$ cat config.mk
export PLATFORM = sky130hd
export DESIGN_NAME = urc_back
export DESIGN_NICKNAME = d
export VERILOG_FILES = /design/src/rtl/core/urc_pkg.sv /design/src/rtl/core/urc_back.sv
export SDC_FILE = /design/constraint.sdc
export NUM_CORES = 1
export LEC_CHECK = 0
export BUFFER_PORTS_ARGS = -buffer_cell sky130_fd_sc_hd__buf_2
export CORE_MARGIN = 2
export CORE_UTILIZATION = 41
export DETAILED_ROUTE_END_ITERATION = 8
export PLACE_DENSITY = 0.66
export SETUP_SLACK_MARGIN = 0.5
export SLEW_MARGIN = 20
export SYNTH_ARGS = -nofsm -noshare
export SYNTH_HDL_FRONTEND = slang
export SYNTH_SLANG_ARGS = --single-unit
$ cat constraint.sdc
create_clock -name i_clk -period 10.26 [get_ports i_clk]
set_clock_uncertainty 0.15 [all_clocks]
set_input_delay 1.539 -clock i_clk [delete_from_list [all_inputs] [get_ports i_clk]]
set_output_delay 1.539 -clock i_clk [all_outputs]
set_load 0.02 [all_outputs]
$ cat src/rtl/core/urc_pkg.sv
package urc_pkg;

    localparam int unsigned QUEUE_DEPTH = 2;

    localparam logic [15:0] HDR_BYTES = 16'd8;
    localparam logic [15:0] COUNT_MAX = 16'hFFFF;
    localparam logic [15:0] CSUM_GOOD = 16'hFFFF;

    localparam logic [1:0] VERDICT_ACCEPT   = 2'd0;
    localparam logic [1:0] VERDICT_TRUNC    = 2'd1;
    localparam logic [1:0] VERDICT_LEN_ERR  = 2'd2;
    localparam logic [1:0] VERDICT_CSUM_ERR = 2'd3;

    typedef struct packed {
        logic [7:0]  data_byte;
        logic        last;
        logic        first;
        logic        skip;
        logic        slot_en;
        logic [2:0]  idx;
        logic [15:0] pseudo;
        logic [15:0] count;
        logic        ovf;
    } t_entry;

    function automatic logic [15:0] oc_add(logic [15:0] a, logic [15:0] b);
        logic [16:0] s;
        s = {1'b0, a} + {1'b0, b};
        return s[15:0] + {15'd0, s[16]};
    endfunction

endpackage

$ cat src/rtl/core/urc_back.sv
module urc_back (
    input  logic            i_clk,
    input  logic            i_rst_n,
    input  logic            i_pop_valid,
    output logic            o_pop_ready,
    input  urc_pkg::t_entry i_entry,
    output logic            o_valid,
    input  logic            i_ready,
    output logic [1:0]      o_verdict,
    output logic [15:0]     o_dest_port,
    output logic [15:0]     o_source_port,
    output logic [15:0]     o_payload_len
);
    import urc_pkg::*;

    logic [15:0] r_sum;
    logic [7:0]  r_hold;
    logic [15:0] r_len;
    logic [15:0] r_csum;
    logic [31:0] r_ports;
    logic        r_out_valid;
    logic [1:0]  r_verdict;
    logic [15:0] r_dport;
    logic [15:0] r_sport;
    logic [15:0] r_plen;

    logic [15:0] n_sum;
    logic [7:0]  n_hold;
    logic [15:0] n_len;
    logic [15:0] n_csum;
    logic [31:0] n_ports;
    logic [15:0] base;
    logic [15:0] word;
    logic        add_en;
    logic [15:0] fin;
    logic        trunc;
    logic        pop;
    logic [1:0]  verdict;

    assign o_pop_ready = !i_entry.last || !r_out_valid || i_ready;
    assign pop         = i_pop_valid && o_pop_ready;

    assign base   = i_entry.first ? i_entry.pseudo : r_sum;
    assign word   = i_entry.idx[0] ? {r_hold, i_entry.data_byte} : {i_entry.data_byte, 8'd0};
    assign add_en = !i_entry.skip && (i_entry.idx[0] || i_entry.last);
    assign n_sum  = add_en ? oc_add(base, word) : base;
    assign n_hold = (!i_entry.skip && !i_entry.idx[0]) ? i_entry.data_byte : r_hold;

    always_comb begin
        n_ports = r_ports;
        n_len   = r_len;
        n_csum  = r_csum;
        if (!i_entry.skip && i_entry.slot_en) begin
            case (i_entry.idx[2:1])
                2'd0: begin
                    if (i_entry.idx[0]) n_ports[23:16] = i_entry.data_byte;
                    else                n_ports[31:24] = i_entry.data_byte;
                end
                2'd1: begin
                    if (i_entry.idx[0]) n_ports[7:0]  = i_entry.data_byte;
                    else                n_ports[15:8] = i_entry.data_byte;
                end
                2'd2: begin
                    if (i_entry.idx[0]) n_len[7:0]  = i_entry.data_byte;
                    else                n_len[15:8] = i_entry.data_byte;
                end
                default: begin
                    if (i_entry.idx[0]) n_csum[7:0]  = i_entry.data_byte;
                    else                n_csum[15:8] = i_entry.data_byte;
                end
            endcase
        end
    end

    assign fin   = oc_add(n_sum, n_len);
    assign trunc = !i_entry.ovf && (i_entry.count < HDR_BYTES);

    always_comb begin
        if (trunc) begin
            verdict = VERDICT_TRUNC;
        end else if (i_entry.ovf || (i_entry.count != n_len)) begin
            verdict = VERDICT_LEN_ERR;
        end else if ((n_csum != 16'd0) && (fin != CSUM_GOOD)) begin
            verdict = VERDICT_CSUM_ERR;
        end else begin
            verdict = VERDICT_ACCEPT;
        end
    end

    always_ff @(posedge i_clk) begin
        if (!i_rst_n) begin
            r_sum   <= '0;
            r_hold  <= '0;
            r_len   <= '0;
            r_csum  <= '0;
            r_ports <= '0;
        end else if (pop) begin
            if (i_entry.last) begin
                r_sum   <= '0;
                r_hold  <= '0;
                r_len   <= '0;
                r_csum  <= '0;
                r_ports <= '0;
            end else begin
                r_sum   <= n_sum;
                r_hold  <= n_hold;
                r_len   <= n_len;
                r_csum  <= n_csum;
                r_ports <= n_ports;
            end
        end
    end

    always_ff @(posedge i_clk) begin
        if (!i_rst_n) begin
            r_out_valid <= 1'b0;
        end else if (pop && i_entry.last) begin
            r_out_valid <= 1'b1;
        end else if (i_ready) begin
            r_out_valid <= 1'b0;
        end
    end

    always_ff @(posedge i_clk) begin
        if (pop && i_entry.last) begin
            r_verdict <= verdict;
            r_dport   <= trunc ? 16'd0 : n_ports[15:0];
            r_sport   <= trunc ? 16'd0 : n_ports[31:16];
            r_plen    <= trunc ? 16'd0 : i_entry.count - HDR_BYTES;
        end
    end

    assign o_valid       = r_out_valid;
    assign o_verdict     = r_verdict;
    assign o_dest_port   = r_dport;
    assign o_source_port = r_sport;
    assign o_payload_len = r_plen;

endmodule

# --- Word level (Yosys, flattened, before mapping) ---
# Cells that the tools add are included.
classes:
  eq_ne: 4
  mul: 0
  mux: 28
  add_sub_neg: 5
  div_mod_pow: 0
  magnitude_cmp: 1
  shift: 0
  n_reduce_logical: 22
  n_bitwise: 0
op_table:
  columns: ["op", "count"]
  rows:
  - ["$mux 16", 12]
  - ["$mux 8", 10]
  - ["$mux 32", 2]
  - ["$add 16x16->17", 2]
  - ["$add 16x1->16", 2]
  - ["$lt 16x4->1 const B", 1]
  - ["$ne 16x16->1", 1]
  - ["$ne 16x16->1 const B", 1]
  - ["$reduce_bool 16->1", 1]
  - ["$sub 16x4->16 const B", 1]
  - ["$logic_and 1x1->1", 7]
  - ["$logic_not 1->1", 5]
  - ["$logic_or 1x1->1", 4]
  - ["$mux 2", 2]
  - ["$reduce_bool 2->1", 2]
  - ["$reduce_or 3->1", 1]
  - ["$eq 2x1->1 const B", 1]
  - ["$eq 2x2->1 const B", 1]
  - ["$logic_not 2->1", 1]
  - ["$mux 1", 2]
  - ["$reduce_and 2->1", 1]
totals:
  mem_bits_rw: 0
  mem_bits_ro: 0
  mem_count: 0
  inputBits: 52
  latch_bits: 0
  reg_bits: 139

# --- Logic depth before layout (Yosys ltp) ---
# Gate-level depths: netlist of the first run.
logic_depth:
  depth_word: 10
  mapped_depth: 39

# --- Least setup slack after synthesis of the first run ---
# OpenSTA, ideal clock, no wires.
synth_path:
  path_type: "input -> register"
  startpoint: "input i_entry[33] in the netlist's numbering"
  endpoint: "register r_verdict[1] (netlist: o_verdict[1]) (data pin)"
  required_time_ns: 9.845
  cell_stages: 39
  t_arrival_ns: 8.819
  setup_ns: 0.265
  setup_slack_ns: 1.025
  cell_sequence: "clkbuf_1 clkbuf_1 clkbuf_1 and2_1 ha_1 inv_1 fa_1 nor2b_1 o21bai_1 a21o_1 o211a_1 nor3_1 a21oi_1 o21bai_1 ha_1 ha_1 nand2_1 nor4_1 [3 not listed] ha_1 inv_1 o21bai_1 a21oi_1 a21boi_0 o21a_1 o21a_1 o21ai_0 nand2b_1 ha_1 ha_1 xor2_1 nand4_1 nor3_1 nand4_1 or4b_2 o41ai_2 a21oi_1"
synth_between:
  elab_chain_cells: 10
  word_cells_on_any_way: 23
synth_lines:
  columns: ["item", "line", "source"]
  rows:
  - ["from (decl)", "urc_back.sv:6", "input urc_pkg::t_entry i_entry,"]
  - ["$mux 16", "urc_back.sv:44", "assign word = i_entry.idx[0] ? {r_hold, i_entry.data_byte} : {i_entry.data_byte, 8'd0};"]
  - ["$add 16x16->17", "urc_pkg.sv:28", "s = {1'b0, a} + {1'b0, b};"]
  - ["$add 16x1->16", "urc_pkg.sv:29", "return s[15:0] + {15'd0, s[16]};"]
  - ["$mux 16", "urc_back.sv:46", "assign n_sum = add_en ? oc_add(base, word) : base;"]
  - ["$add 16x16->17", "urc_pkg.sv:28", null]
  - ["$add 16x1->16", "urc_pkg.sv:29", null]
  - ["$ne 16x16->1", "urc_back.sv:83", "end else if ((n_csum != 16'd0) && (fin != CSUM_GOOD)) begin"]
  - ["$logic_and 1x1->1", "urc_back.sv:83", null]
  - ["$mux 2", "urc_back.sv:83", null]
  - ["$mux 2 *", "urc_back.sv:81", "end else if (i_entry.ovf || (i_entry.count != n_len)) begin"]
  - ["to (signal assigned)", "urc_back.sv:126", "r_verdict <= verdict;"]
  - ["to (decl)", "urc_back.sv:22", "logic [1:0] r_verdict;"]
# Every way passes the cells marked *; elsewhere a longest branch is shown, timed or not.
# A chain may end at the register's enable or synchronous reset.

# --- Worst setup path after layout of the first run ---
layout_path:
  startpoint: "input i_entry[38] in the netlist's numbering"
  endpoint: "register r_verdict[1] (netlist: o_verdict[1]) (data pin)"
layout_between:
  elab_chain_cells: 10
layout_lines:
  columns: ["item", "line", "source"]
  rows:
  - ["$mux 16 *", "urc_back.sv:43", "assign base = i_entry.first ? i_entry.pseudo : r_sum;"]
  - ["$add 16x16->17", "urc_pkg.sv:28", null]
  - ["$add 16x1->16", "urc_pkg.sv:29", null]
  - ["$mux 16 *", "urc_back.sv:46", null]
  - ["$add 16x16->17 *", "urc_pkg.sv:28", null]
  - ["$add 16x1->16 *", "urc_pkg.sv:29", null]
  - ["$ne 16x16->1 *", "urc_back.sv:83", null]
  - ["$logic_and 1x1->1 *", "urc_back.sv:83", null]
  - ["$mux 2 *", "urc_back.sv:83", null]
  - ["$mux 2 *", "urc_back.sv:81", null]
# Marked as above.

==> impl_results.rst, run 1 <==
.. list-table::
   :header-rows: 1

   * - Metric
     - Value
   * - Kind of capture point of the worst setup path
     - flip-flop
   * - ANT nets after route
     - 0
   * - Count of TritonRoute iterations in the first routing pass
     - 6
   * - Dominant combinational cell family by area after synthesis
     - simple AND/OR/NAND/NOR gates
   * - Min-Delay Path Class
     - flip-flop to flip-flop
   * - Slowest library cell on the worst path
     - or4b_2
   * - Sum of met2 wire segment lengths after detailed routing
     - 10,750 um
   * - Post-CTS setup repair buffer count
     - 0
   * - Critical path required time
     - 10.26 ns
   * - Buffer cell driving the clock tree root
     - clkbuf_16
   * - Measured slew at the worst slew-check pin
     - 0.9896 ns
   * - Number of warnings reported in the yosys synthesis log
     - 0
   * - TritonCTS Buffers
     - 17
   * - Top Ports
     - 104
   * - Most used cell, CP
     - ha_1
   * - Synthesized cell area
     - 8591 um2
   * - Clk buf depth
     - 2
   * - Number of instances in the synthesized netlist
     - 919
   * - Detailed Place HPWL
     - 17,190 um
   * - Residual DRC count
     - 0
   * - Count of final hold-check violations
     - 0
   * - RSZ-0062 raised after global routing
     - no
   * - Metal3 WL
     - 1533 um
   * - Post-CTS resize count
     - 0
   * - Worst supply voltage drop on vdd
     - 68.14 uV
   * - Multiplexer fraction of the synthesized cell area
     - 0.08826
   * - Clk pwr share
     - 0.408
   * - Relative slew slack
     - 0.3352
   * - Level count of the clock H-tree
     - 4
   * - Most common cell after layout, fill and taps aside
     - buf_2
   * - Fraction of registers with async set/reset
     - 0
   * - Commonest cells after routing, fill and taps aside
     - 103 x buf_2, 96 x nor2b_1, 89 x dfxtp_1
   * - Later-pin clock latency in the skew report
     - 0.43 ns
   * - Proportion of power drawn by flip-flops and latches
     - 0.412
   * - Synthesized-area fraction occupied by adder cells
     - 0.05855
   * - Layout Area Growth over Synthesis
     - 15.25%
   * - Synth Area in Compound Gates
     - 0.1764
   * - Final Slew Violations
     - 0
   * - Filler Cells Inserted
     - 1,940
   * - Count of flip-flops with a built-in enable after synthesis
     - 50
   * - Worst setup path startpoint
     - i_entry[38]
   * - Net count of the mapped netlist
     - 1,010
   * - Most common flop cell mapped by yosys
     - dfxtp_1
   * - Total placed instance area
     - 9339 um2
   * - Power density over the cells
     - 144.5 nW/um2
   * - Time the final worst path needs with I/O delays and setup
     - 9.026 ns
   * - Row count
     - 52
   * - Sum of overflow across all layers after global routing
     - 0
   * - Number of distinct library cell variants in the gate-level netlist after synthesis
     - 70
   * - Die footprint
     - 22,130 um2
   * - Global-route wire length before repair
     - 36,790 um
   * - R2R Path Start
     - r_sum[0]
   * - Number of buffers added on ports
     - 103
   * - Net switching power figure
     - 0.0004330 W
   * - P_leak
     - 3.747 nW
   * - Area of the core region
     - 20,430 um2
   * - Fraction of layout instances using a drive strength above 1
     - 0.2000
   * - Post-synthesis share of cell area spent on xor and xnor gates
     - 0.05607
   * - CP bufs+invs
     - 3
   * - Routed metal-1 wirelength
     - 10,910 um
   * - Final setup violating endpoints
     - 0
   * - Final-stage net count
     - 1,093
   * - Height of the die
     - 148.8 um
   * - Number of hold buffers added after CTS
     - 0
   * - Initial core utilization
     - 0.4205
   * - Total Neg Setup Slack
     - 0 ns
   * - Combinational Power Share
     - 0.181
   * - Routed wirelength normalized by instance count
     - 18.40 um
   * - Number of global-route vias before repair
     - 6,817
   * - Worst Hold Launch
     - r_sum[13]
   * - TritonCTS clock tree
     - done
   * - CP Launch Type
     - primary input
   * - Sinks on Clock Net
     - 139
   * - Final Routed Wirelength
     - 23,660 um
   * - Die Wd
     - 148.8 um
   * - Crit-path max cell delay
     - 0.63 ns
   * - Count of max-cap constraint violations
     - 0
   * - Switching part of the total
     - 0.3027
   * - Post-Synthesis Mean Instance Area
     - 9.348 um2
   * - Proportion of synthesized chip area in sequential cells
     - 0.3822
   * - Via count
     - 7,306
   * - Design internal power
     - 0.0009975 W
   * - Path type of the worst setup path
     - primary input to flip-flop
   * - Total Routing Usage GR
     - 0.2135
   * - Via/cell ratio
     - 5.681
   * - Kind of cell adding the most delay to the critical path
     - compound AO/OA/AOI/OAI gates
   * - Final worst path period share
     - 0.8797
   * - Worst hold slack
     - 0.3378 ns
   * - Global placement routability congestion
     - 0.9348
   * - Maximum fanout encountered on the critical timing path
     - 16
   * - Maximum number of pins on one net before global-route repair
     - 91
   * - Arrival @ worst endpoint
     - 9.03 ns
   * - Status
     - finished clean
   * - Non-Filler Cell Area, Final
     - 9901 um2
   * - Top metal layer carrying routed signals
     - met4
   * - Clk pin slew, worst setup/hold paths
     - 0.06 ns
   * - Simple-Gate Fraction of Synth Area
     - 0.2080
   * - Synthesis-stage register bit count
     - 139
   * - Iteration-0 DRC Markers
     - 694
   * - Initial antenna violation count
     - 1
   * - Maximum operating frequency
     - 0.1108 GHz
==> cell type report <==
class | count | area, um2 | area share
multi-input cells | 712 | 5062 | 0.5113
flip-flops and latches | 139 | 3283 | 0.3316
repair buffers | 113 | 590.6 | 0.05965
clock buffers | 17 | 425.4 | 0.04297
well taps | 270 | 337.8 | 0.03412
clock inverters | 15 | 127.6 | 0.01289
inverters | 19 | 71.32 | 0.007203
diodes | 1 | 2.502 | 0.0002527
==> Yosys cell counts (all sizes together) (3+ instances only) <==
library cell	count	area (um2)
nand2b	7	43.79
mux2	43	488.0
nor4	12	75.07
a211oi	6	45.04
nor3b	6	45.04
nor4b	5	43.79
nand4	6	37.54
o21ai	21	105.1
or2	3	18.77
nor3	23	115.1
a21oi	40	200.2
nand2	42	157.7
o31ai	7	52.55
dfxtp	89	1782
o311ai	3	26.28
a21boi	3	22.52
o21a	7	52.55
o211ai	4	30.03
a22oi	83	623.1
xnor2	23	201.4
xor2	32	280.3
nand3	16	85.08
a21o	6	46.30
a32o	3	30.03
nor2b	96	600.6
and2	12	75.08
clkbuf	43	161.4
buf	6	30.02
o32ai	3	26.28
edfxtp	50	1501
o21bai	6	45.04
inv	19	71.32
or4	7	56.30
nor2	80	300.3
ha	37	462.9
nand3b	3	22.52
mux2i	27	270.3
and3	7	43.79
==> routing by layer <==
metal | track usage | vias to the layer above
li1 | - | 3551
met1 | 0.2963 | 3476
met2 | 0.3403 | 250
met3 | 0.03517 | 29
met4 | 0.07000 | 0
met5 | 0 | -
==> power by group through the flow <==
stage                     clock network (W)  registers, W  logic, W
after floorplan                           0      0.000612  0.000168
after global routing               0.000613      0.000590  0.000283
after detailed placement                  0      0.000601  0.000254
after global placement                    0      0.000601  0.000252
final                              0.000583      0.000589  0.000259
after CTS                          0.000588      0.000589  0.000255
==> logic make-up after synthesis <==
| family | count (synthesis) |
|---|---|
| fa+ha+maj | 39 |
| xor+xnor | 55 |
| buf+inv | 68 |
| simple gates | 333 |
| flops | 139 |
| compound gates | 215 |
| mux | 70 |
==> final timing paths <==
path,to,slack (ns),cells past startpoint
min reg2reg,r_sum[13],0.34,2
max reg2reg,o_verdict[1],2.42,36
min,r_sum[13],0.34,2
max,o_verdict[1],1.23,37
==> through the flow <==
step,power (W),instances,util,setup slack [ns]
6_report,0.001430,1286,0.4846,1.234
5_1_grt,0.001485,1285,0.4845,0.5231
4_1_cts,0.001432,1285,0.4842,1.068
3_5_place_dp,0.0008545,1253,0.4571,0.6470
3_3_place_gp,0.0008532,1253,0.4571,0.8610
2_1_floorplan,0.0007796,919,-,1.025
==> tightest hold or removal path: cells and delay by family (launching register included) <==
family | cells | cell delay, ns
AO/OA/AOI/OAI | 1 | 0.06
AND/OR/NAND/NOR | 1 | 0.06
flip-flops | 1 | 0.32
==> sequential cells by signal, indices dropped and copies added, names as in the netlist <==
name           count
o_verdict          2
o_dest_port       16
o_valid            1
r_csum            16
o_source_port     16
r_ports           32
r_len             16
o_payload_len     16
r_sum             16
r_hold             8
Note: power is estimated with default switching activity, not from simulation.
==> run 2, diff against run 1 <==
--- a/config.mk
+++ b/config.mk
@@ -5,11 +5,11 @@
 export SDC_FILE = /design/constraint.sdc
 export NUM_CORES = 1
 export LEC_CHECK = 0
-export BUFFER_PORTS_ARGS = -buffer_cell sky130_fd_sc_hd__buf_2
 export CORE_MARGIN = 2
 export CORE_UTILIZATION = 41
 export DETAILED_ROUTE_END_ITERATION = 8
-export PLACE_DENSITY = 0.66
+export DONT_BUFFER_PORTS = 1
+export PLACE_DENSITY = 0.61
 export SETUP_SLACK_MARGIN = 0.5
 export SLEW_MARGIN = 20
 export SYNTH_ARGS = -nofsm -noshare
==> run 2 against run 1 <==
Compared with the run above:
- total power shrank 4.4%
- routed wire length fell by 2.5%
- core utilization down 2.8 points
- critical path depth decreased by 1
- clock power is 3.6% lower
- register-to-register slack worse by 0.22 ns
- sequential power grew 2%
- sequential share of layout area rose by 2.0 points
- hold slack worse by 0.012 ns
- critical path type unchanged
- highest routed layer is now met5
==> impl_results.rst, run 2 (synthesis gave the netlist of run 1 again) <==
.. list-table::
   :header-rows: 1

   * - Metric
     - Value
   * - Status
     - finished clean
   * - Area of the core region
     - 20,430 um2
   * - Clk buf depth
     - 2
   * - Later-pin clock latency in the skew report
     - 0.43 ns
   * - Top Ports
     - 104
   * - Footprint of the flip-flops and latches
     - 3283 um2
   * - Die footprint
     - 22,130 um2
   * - Cell depth of the worst setup path
     - 36
   * - Worst setup path startpoint
     - i_entry[33]
   * - Final Routed Wirelength
     - 23,070 um
   * - Relative slew slack
     - 0.2920
   * - Commonest cells after routing, fill and taps aside
     - 96 x nor2b_1, 89 x dfxtp_1, 83 x a22oi_1
   * - Final-stage net count
     - 986
   * - Layout Area Growth over Synthesis
     - 8.666%
   * - Arrival @ worst endpoint
     - 8.91 ns
   * - ANT nets after route
     - 0
   * - Number of global-route vias before repair
     - 6,261
   * - Fraction of layout instances using a drive strength above 1
     - 0.1002
   * - Worst setup slack after layout
     - 1.344 ns
   * - Slowest library cell on the worst path
     - nor4_1
   * - Via/cell ratio
     - 5.757
   * - Minimum setup slack after placement
     - 1.023 ns
   * - Via count
     - 6,799
   * - Time the final worst path needs with I/O delays and setup
     - 8.916 ns
   * - Residual DRC count
     - 0
   * - Measured slew at the worst slew-check pin
     - 1.058 ns
   * - Total Routing Usage GR
     - 0.2065
   * - Detailed Place HPWL
     - 16,440 um
   * - Kind of capture point of the worst setup path
     - flip-flop
   * - Path type of the worst setup path
     - primary input to flip-flop
   * - Initial core utilization
     - 0.4205
   * - Maximum number of pins on one net before global-route repair
     - 91
   * - Number of flip-flops in the largest register
     - 32
   * - Filler Cells Inserted
     - 1,956
   * - Kind of cell adding the most delay to the critical path
     - simple AND/OR/NAND/NOR gates
   * - CP bufs+invs
     - 2
   * - Hold depth
     - 2
   * - Endpoint of the worst register-to-register path
     - o_verdict[1]
   * - Crit-path max cell delay
     - 0.65 ns
   * - Critical path required time
     - 10.26 ns
   * - Iteration-0 DRC Markers
     - 541
   * - Buffer cell driving the clock tree root
     - clkbuf_16
   * - Worst-case reg-to-reg path depth
     - 36
   * - Number of hold buffers added after CTS
     - 0
   * - TritonCTS clock tree
     - done
   * - Power density over the cells
     - 146.5 nW/um2
   * - Global-route wire length before repair
     - 35,460 um
   * - Most common cell after layout, fill and taps aside
     - nor2b_1
   * - Sinks on Clock Net
     - 139
   * - Most used cell, CP
     - ha_1
   * - R2R Path Start
     - r_sum[0]
   * - Count of TritonRoute iterations in the first routing pass
     - 5
   * - Count of max-cap constraint violations
     - 0
   * - P_leak
     - 3.314 nW
   * - Clk pin slew, worst setup/hold paths
     - 0.06 ns
   * - Final setup violating endpoints
     - 0
   * - Post-CTS resize count
     - 0
   * - Initial antenna violation count
     - 4
   * - Worst supply voltage drop on vdd
     - 103.5 uV
   * - Total Neg Setup Slack
     - 0 ns
   * - Sum of overflow across all layers after global routing
     - 0
   * - Final Slew Violations
     - 0
   * - Routed wirelength normalized by instance count
     - 19.54 um
   * - Global placement routability congestion
     - 0.8866
   * - Die Wd
     - 148.8 um
   * - TritonCTS Buffers
     - 17
   * - Post-CTS setup repair buffer count
     - 0
   * - Level count of the clock H-tree
     - 4
   * - Critical Path Sink
     - o_verdict[1]
   * - Row count
     - 52
   * - Area occupied by multi-input gates
     - 5056 um2
   * - Min-Delay Path Class
     - flip-flop to flip-flop
   * - Largest reg by FF count
     - r_ports
   * - CP Launch Type
     - primary input
   * - Final worst path period share
     - 0.8690
   * - Maximum operating frequency
     - 0.1122 GHz
   * - Maximum fanout encountered on the critical timing path
     - 30
   * - Count of final hold-check violations
     - 0
   * - Height of the die
     - 148.8 um
   * - Number of buffers added on ports
     - 0
   * - RSZ-0062 raised after global routing
     - no
   * - R2r setup slk
     - 2.20 ns
[run 2: changes by cell type in the layout (fill, tap and decap cells not counted), moves of 4 or more]
cell / previous run / this run
clkbuf_1: 0 / 4
buf_4: 10 / 6
inv_8: 4 / 0
inv_6: 5 / 1
buf_2: 103 / 0
[run 2: worst register-to-register path: cells and delay by family, from the launching register on]
kind,cells,cell delay [ns]
xor gates and xnor gates,2,0.33
DFF,1,0.33
AOI/OAI and AO/OA,14,2.44
muxes,1,0.16
and+or+nand+nor,10,2.40
buffers and inverters,2,0.26
adders and majority gates,7,1.73
[run 2: power breakdown]
| group | switching (W) | leakage, nW | total [W] | internal (W) |
|---|---|---|---|---|
| Clock | 0.000239 | 0.260 | 0.000562 | 0.000323 |
| Sequential | 0.0000166 | 1.18 | 0.000602 | 0.000585 |
| Combinational | 0.000121 | 1.87 | 0.000204 | 0.0000820 |
[run 2: per-layer routing]
metal  share of wire  GRT usage
met3           0.055    0.05321
met1            0.48     0.2873
met4           0.031    0.08762
met5         0.00056          0
met2            0.43     0.3042
[run 2: layout make-up]
type                    count  area share
flip-flops and latches    139      0.3517
clock buffers              22     0.04986
well taps                 270     0.03619
multi-input cells         712      0.5416
diodes                      3   0.0008042
clock inverters            10    0.007372
repair buffers              6    0.004825
inverters                  19    0.007640
[run 2: stage by stage]
stage / instances / area [um2] / hold slack, ns / total power [W] / utilization
CTS: 1178 / 9328 / 0.3290 / 0.001374 / 0.4566
global route: 1181 / 9335 / 0.3432 / 0.001423 / 0.4569
global placement: 1146 / 8793 / 0.3153 / 0.0008131 / 0.4304
finish: 1181 / 9335 / 0.3256 / 0.001368 / 0.4569
detailed placement: 1146 / 8793 / 0.3207 / 0.0008147 / 0.4304
floorplan: 919 / 8591 / 0.2918 / 0.0007796 / -
[run 2: how the worst min path moves through the flow]
| stage | from | end | slack, ns |
|---|---|---|---|
| floorplan | r_sum[13] | r_sum[13] | 0.29 |
| global placement | r_sum[13] | r_sum[13] | 0.32 |
| detailed placement | r_sum[13] | r_sum[13] | 0.32 |
| finish | r_sum[13] | r_sum[13] | 0.33 |
| CTS | r_sum[13] | r_sum[13] | 0.33 |
| global route | r_sum[13] | r_sum[13] | 0.34 |
==> run 3, diff against run 2 <==
==> constraint.sdc (replaced) <==
create_clock -name i_clk -period 10.26 [get_ports i_clk]
set_clock_uncertainty 0.15 [all_clocks]
set_input_delay 1.026 -clock i_clk [delete_from_list [all_inputs] [get_ports i_clk]]
set_output_delay 1.026 -clock i_clk [all_outputs]
set_load 0.02 [all_outputs]
==> run 3 against run 2 <==
Compared with the run above:
- global-route usage up 0.28 points
- maximum frequency up 5.7%
- core utilization up 0.24 points
- non-clock buffer count unchanged
- routed wire length down 0.11%
- design area up 0.52%
- sequential power about the same
- critical path type unchanged
- critical endpoint unchanged
- largest power group is now clock
==> impl_results.rst, run 3 (synthesis gave the netlist of run 1 again) <==
.. list-table::
   :header-rows: 1

   * - Metric
     - Value
   * - Via/cell ratio
     - 5.772
   * - Top Ports
     - 104
   * - Endpoint of the worst register-to-register path
     - o_verdict[1]
   * - Height of the die
     - 148.8 um
   * - Most common cell after layout, fill and taps aside
     - nor2b_1
   * - Via count
     - 6,805
   * - Sum of overflow across all layers after global routing
     - 0
   * - Initial antenna violation count
     - 2
   * - Slowest library cell on the worst path
     - nor4_1
   * - Post-CTS resize count
     - 0
   * - Final Routed Wirelength
     - 23,050 um
   * - Arrival @ worst endpoint
     - 8.44 ns
   * - Number of hold buffers added after CTS
     - 0
   * - Min-Delay Path Class
     - flip-flop to flip-flop
   * - Worst-case reg-to-reg path depth
     - 36
   * - Commonest cells after routing, fill and taps aside
     - 96 x nor2b_1, 89 x dfxtp_1, 83 x a22oi_1
   * - Number of global-route vias before repair
     - 6,323
   * - P_leak
     - 3.337 nW
   * - Hold depth
     - 2
   * - Largest reg by FF count
     - r_ports
   * - Most used cell, CP
     - ha_1
   * - Power density over the cells
     - 152.1 nW/um2
   * - Die footprint
     - 22,130 um2
   * - Final setup violating endpoints
     - 0
   * - TritonCTS Buffers
     - 17
   * - Die Wd
     - 148.8 um
   * - Number of flip-flops in the largest register
     - 32
   * - Clk buf depth
     - 2
   * - Buffer cell driving the clock tree root
     - clkbuf_16
   * - R2r setup slk
     - 2.16 ns
   * - Placed instance count
     - 1,146
   * - Final worst path period share
     - 0.8218
   * - Maximum fanout encountered on the critical timing path
     - 16
   * - Later-pin clock latency in the skew report
     - 0.43 ns
   * - Global placement routability congestion
     - 0.8874
   * - Initial core utilization
     - 0.4205
   * - Path type of the worst setup path
     - primary input to flip-flop
   * - Post-CTS setup repair buffer count
     - 0
   * - RSZ-0062 raised after global routing
     - no
   * - Row count
     - 52
   * - Number of buffers added on ports
     - 0
   * - Total Neg Setup Slack
     - 0 ns
   * - Relative slew slack
     - 0.3002
   * - Routed wirelength normalized by instance count
     - 19.55 um
   * - Crit-path max cell delay
     - 0.68 ns
   * - Final standard cell utilization of the core
     - 0.4593
   * - Maximum number of pins on one net before global-route repair
     - 91
   * - Sinks on Clock Net
     - 139
   * - Residual DRC count
     - 0
   * - Count of final hold-check violations
     - 0
   * - Final cell count without fillers
     - 1,179
   * - Area of the core region
     - 20,430 um2
   * - TritonCTS clock tree
     - done
   * - Count of TritonRoute iterations in the first routing pass
     - 6
   * - Time the final worst path needs with I/O delays and setup
     - 8.431 ns
   * - Clk pin slew, worst setup/hold paths
     - 0.06 ns
   * - Detailed Place HPWL
     - 16,450 um
   * - Measured slew at the worst slew-check pin
     - 1.042 ns
   * - Iteration-0 DRC Markers
     - 636
   * - Final-stage net count
     - 986
   * - Worst min-delay path endpoint
     - r_sum[15]
   * - Status
     - finished clean
   * - Global-route wire length before repair
     - 35,790 um
   * - Level count of the clock H-tree
     - 4
   * - Overall power
     - 0.001427 W
   * - Fraction of layout instances using a drive strength above 1
     - 0.09912
   * - Kind of capture point of the worst setup path
     - flip-flop
   * - Worst Hold Launch
     - r_sum[15]
   * - R2R Path Start
     - r_sum[0]
   * - CP Launch Type
     - primary input
   * - ANT nets after route
     - 0
   * - Count of max-cap constraint violations
     - 0
   * - Layout Area Growth over Synthesis
     - 9.234%
   * - Critical path required time
     - 10.26 ns
   * - Final Slew Violations
     - 0
   * - Total Routing Usage GR
     - 0.2094
   * - Worst supply voltage drop on vdd
     - 83.29 uV
   * - Maximum operating frequency
     - 0.1186 GHz
==> run 3: cell types whose count changed in the layout (fill, tap and decap cells not counted), sizes merged <==
cell and change:
bufinv +3, diode -2, clkinvlp -1, clkinv -1, inv -1
==> run 3: worst max-delay path: cells and delay by family <==
| kind | cells | cell delay [ns] |
|---|---|---|
| and+or+nand+nor | 10 | 2.44 |
| AOI/OAI and AO/OA | 14 | 2.44 |
| adders and majority gates | 7 | 1.72 |
| xor gates and xnor gates | 2 | 0.32 |
| buffers and inverters | 2 | 0.27 |
| muxes | 1 | 0.22 |
==> run 3: metrics by stage <==
| stage | area, um2 | worst slack [ns] | hold slack, ns |
|---|---|---|---|
| 2_1_floorplan | 8591 | 1.538 | 0.2918 |
| 3_3_place_gp | 8793 | 1.691 | 0.3153 |
| 3_5_place_dp | 8793 | 1.493 | 0.3193 |
| 4_1_cts | 9382 | 1.886 | 0.3262 |
| 5_1_grt | 9384 | 1.190 | 0.3482 |
| 6_report | 9384 | 1.829 | 0.3280 |
==> run 3: layer usage <==
layer / share of wire / track usage / up-vias / routed length, um
met3: 0.063 / 0.05443 / 36 / 1451
met2: 0.44 / 0.3183 / 199 / 10200
met4: 0.028 / 0.07810 / 2 / 647
met1: 0.47 / 0.2869 / 3221 / 10730
li1: - / - / 3347 / -
met5: 0.00056 / 0 / - / 13
==> run 3: worst max-delay path by stage <==
stage	startpoint	end	depth (start not counted)
global placement	i_entry[38]	o_verdict[1]	36
floorplan	i_entry[33]	o_verdict[1]	39
detailed placement	i_entry[38]	o_verdict[1]	36
global route	i_entry[38]	o_verdict[1]	36
finish	i_entry[38]	o_verdict[1]	36
CTS	i_entry[38]	o_verdict[1]	36
==> run 3: power breakdown <==
part	leakage (nW)	internal, W	switching (W)	total, W
registers	1.18	0.000585	0.0000165	0.000602
clock network	0.283	0.000384	0.000238	0.000622
logic	1.87	0.0000820	0.000121	0.000203
==> run 3: layout make-up <==
type / count / area (um2)
diodes: 1 / 2.502
clock inverters: 10 / 143.9
inverters: 19 / 71.32
clock buffers: 22 / 444.2
fillers: 1930 / 11050
multi-input cells: 712 / 5056
flip-flops and latches: 139 / 3283
repair buffers: 6 / 45.04
well taps: 270 / 337.8
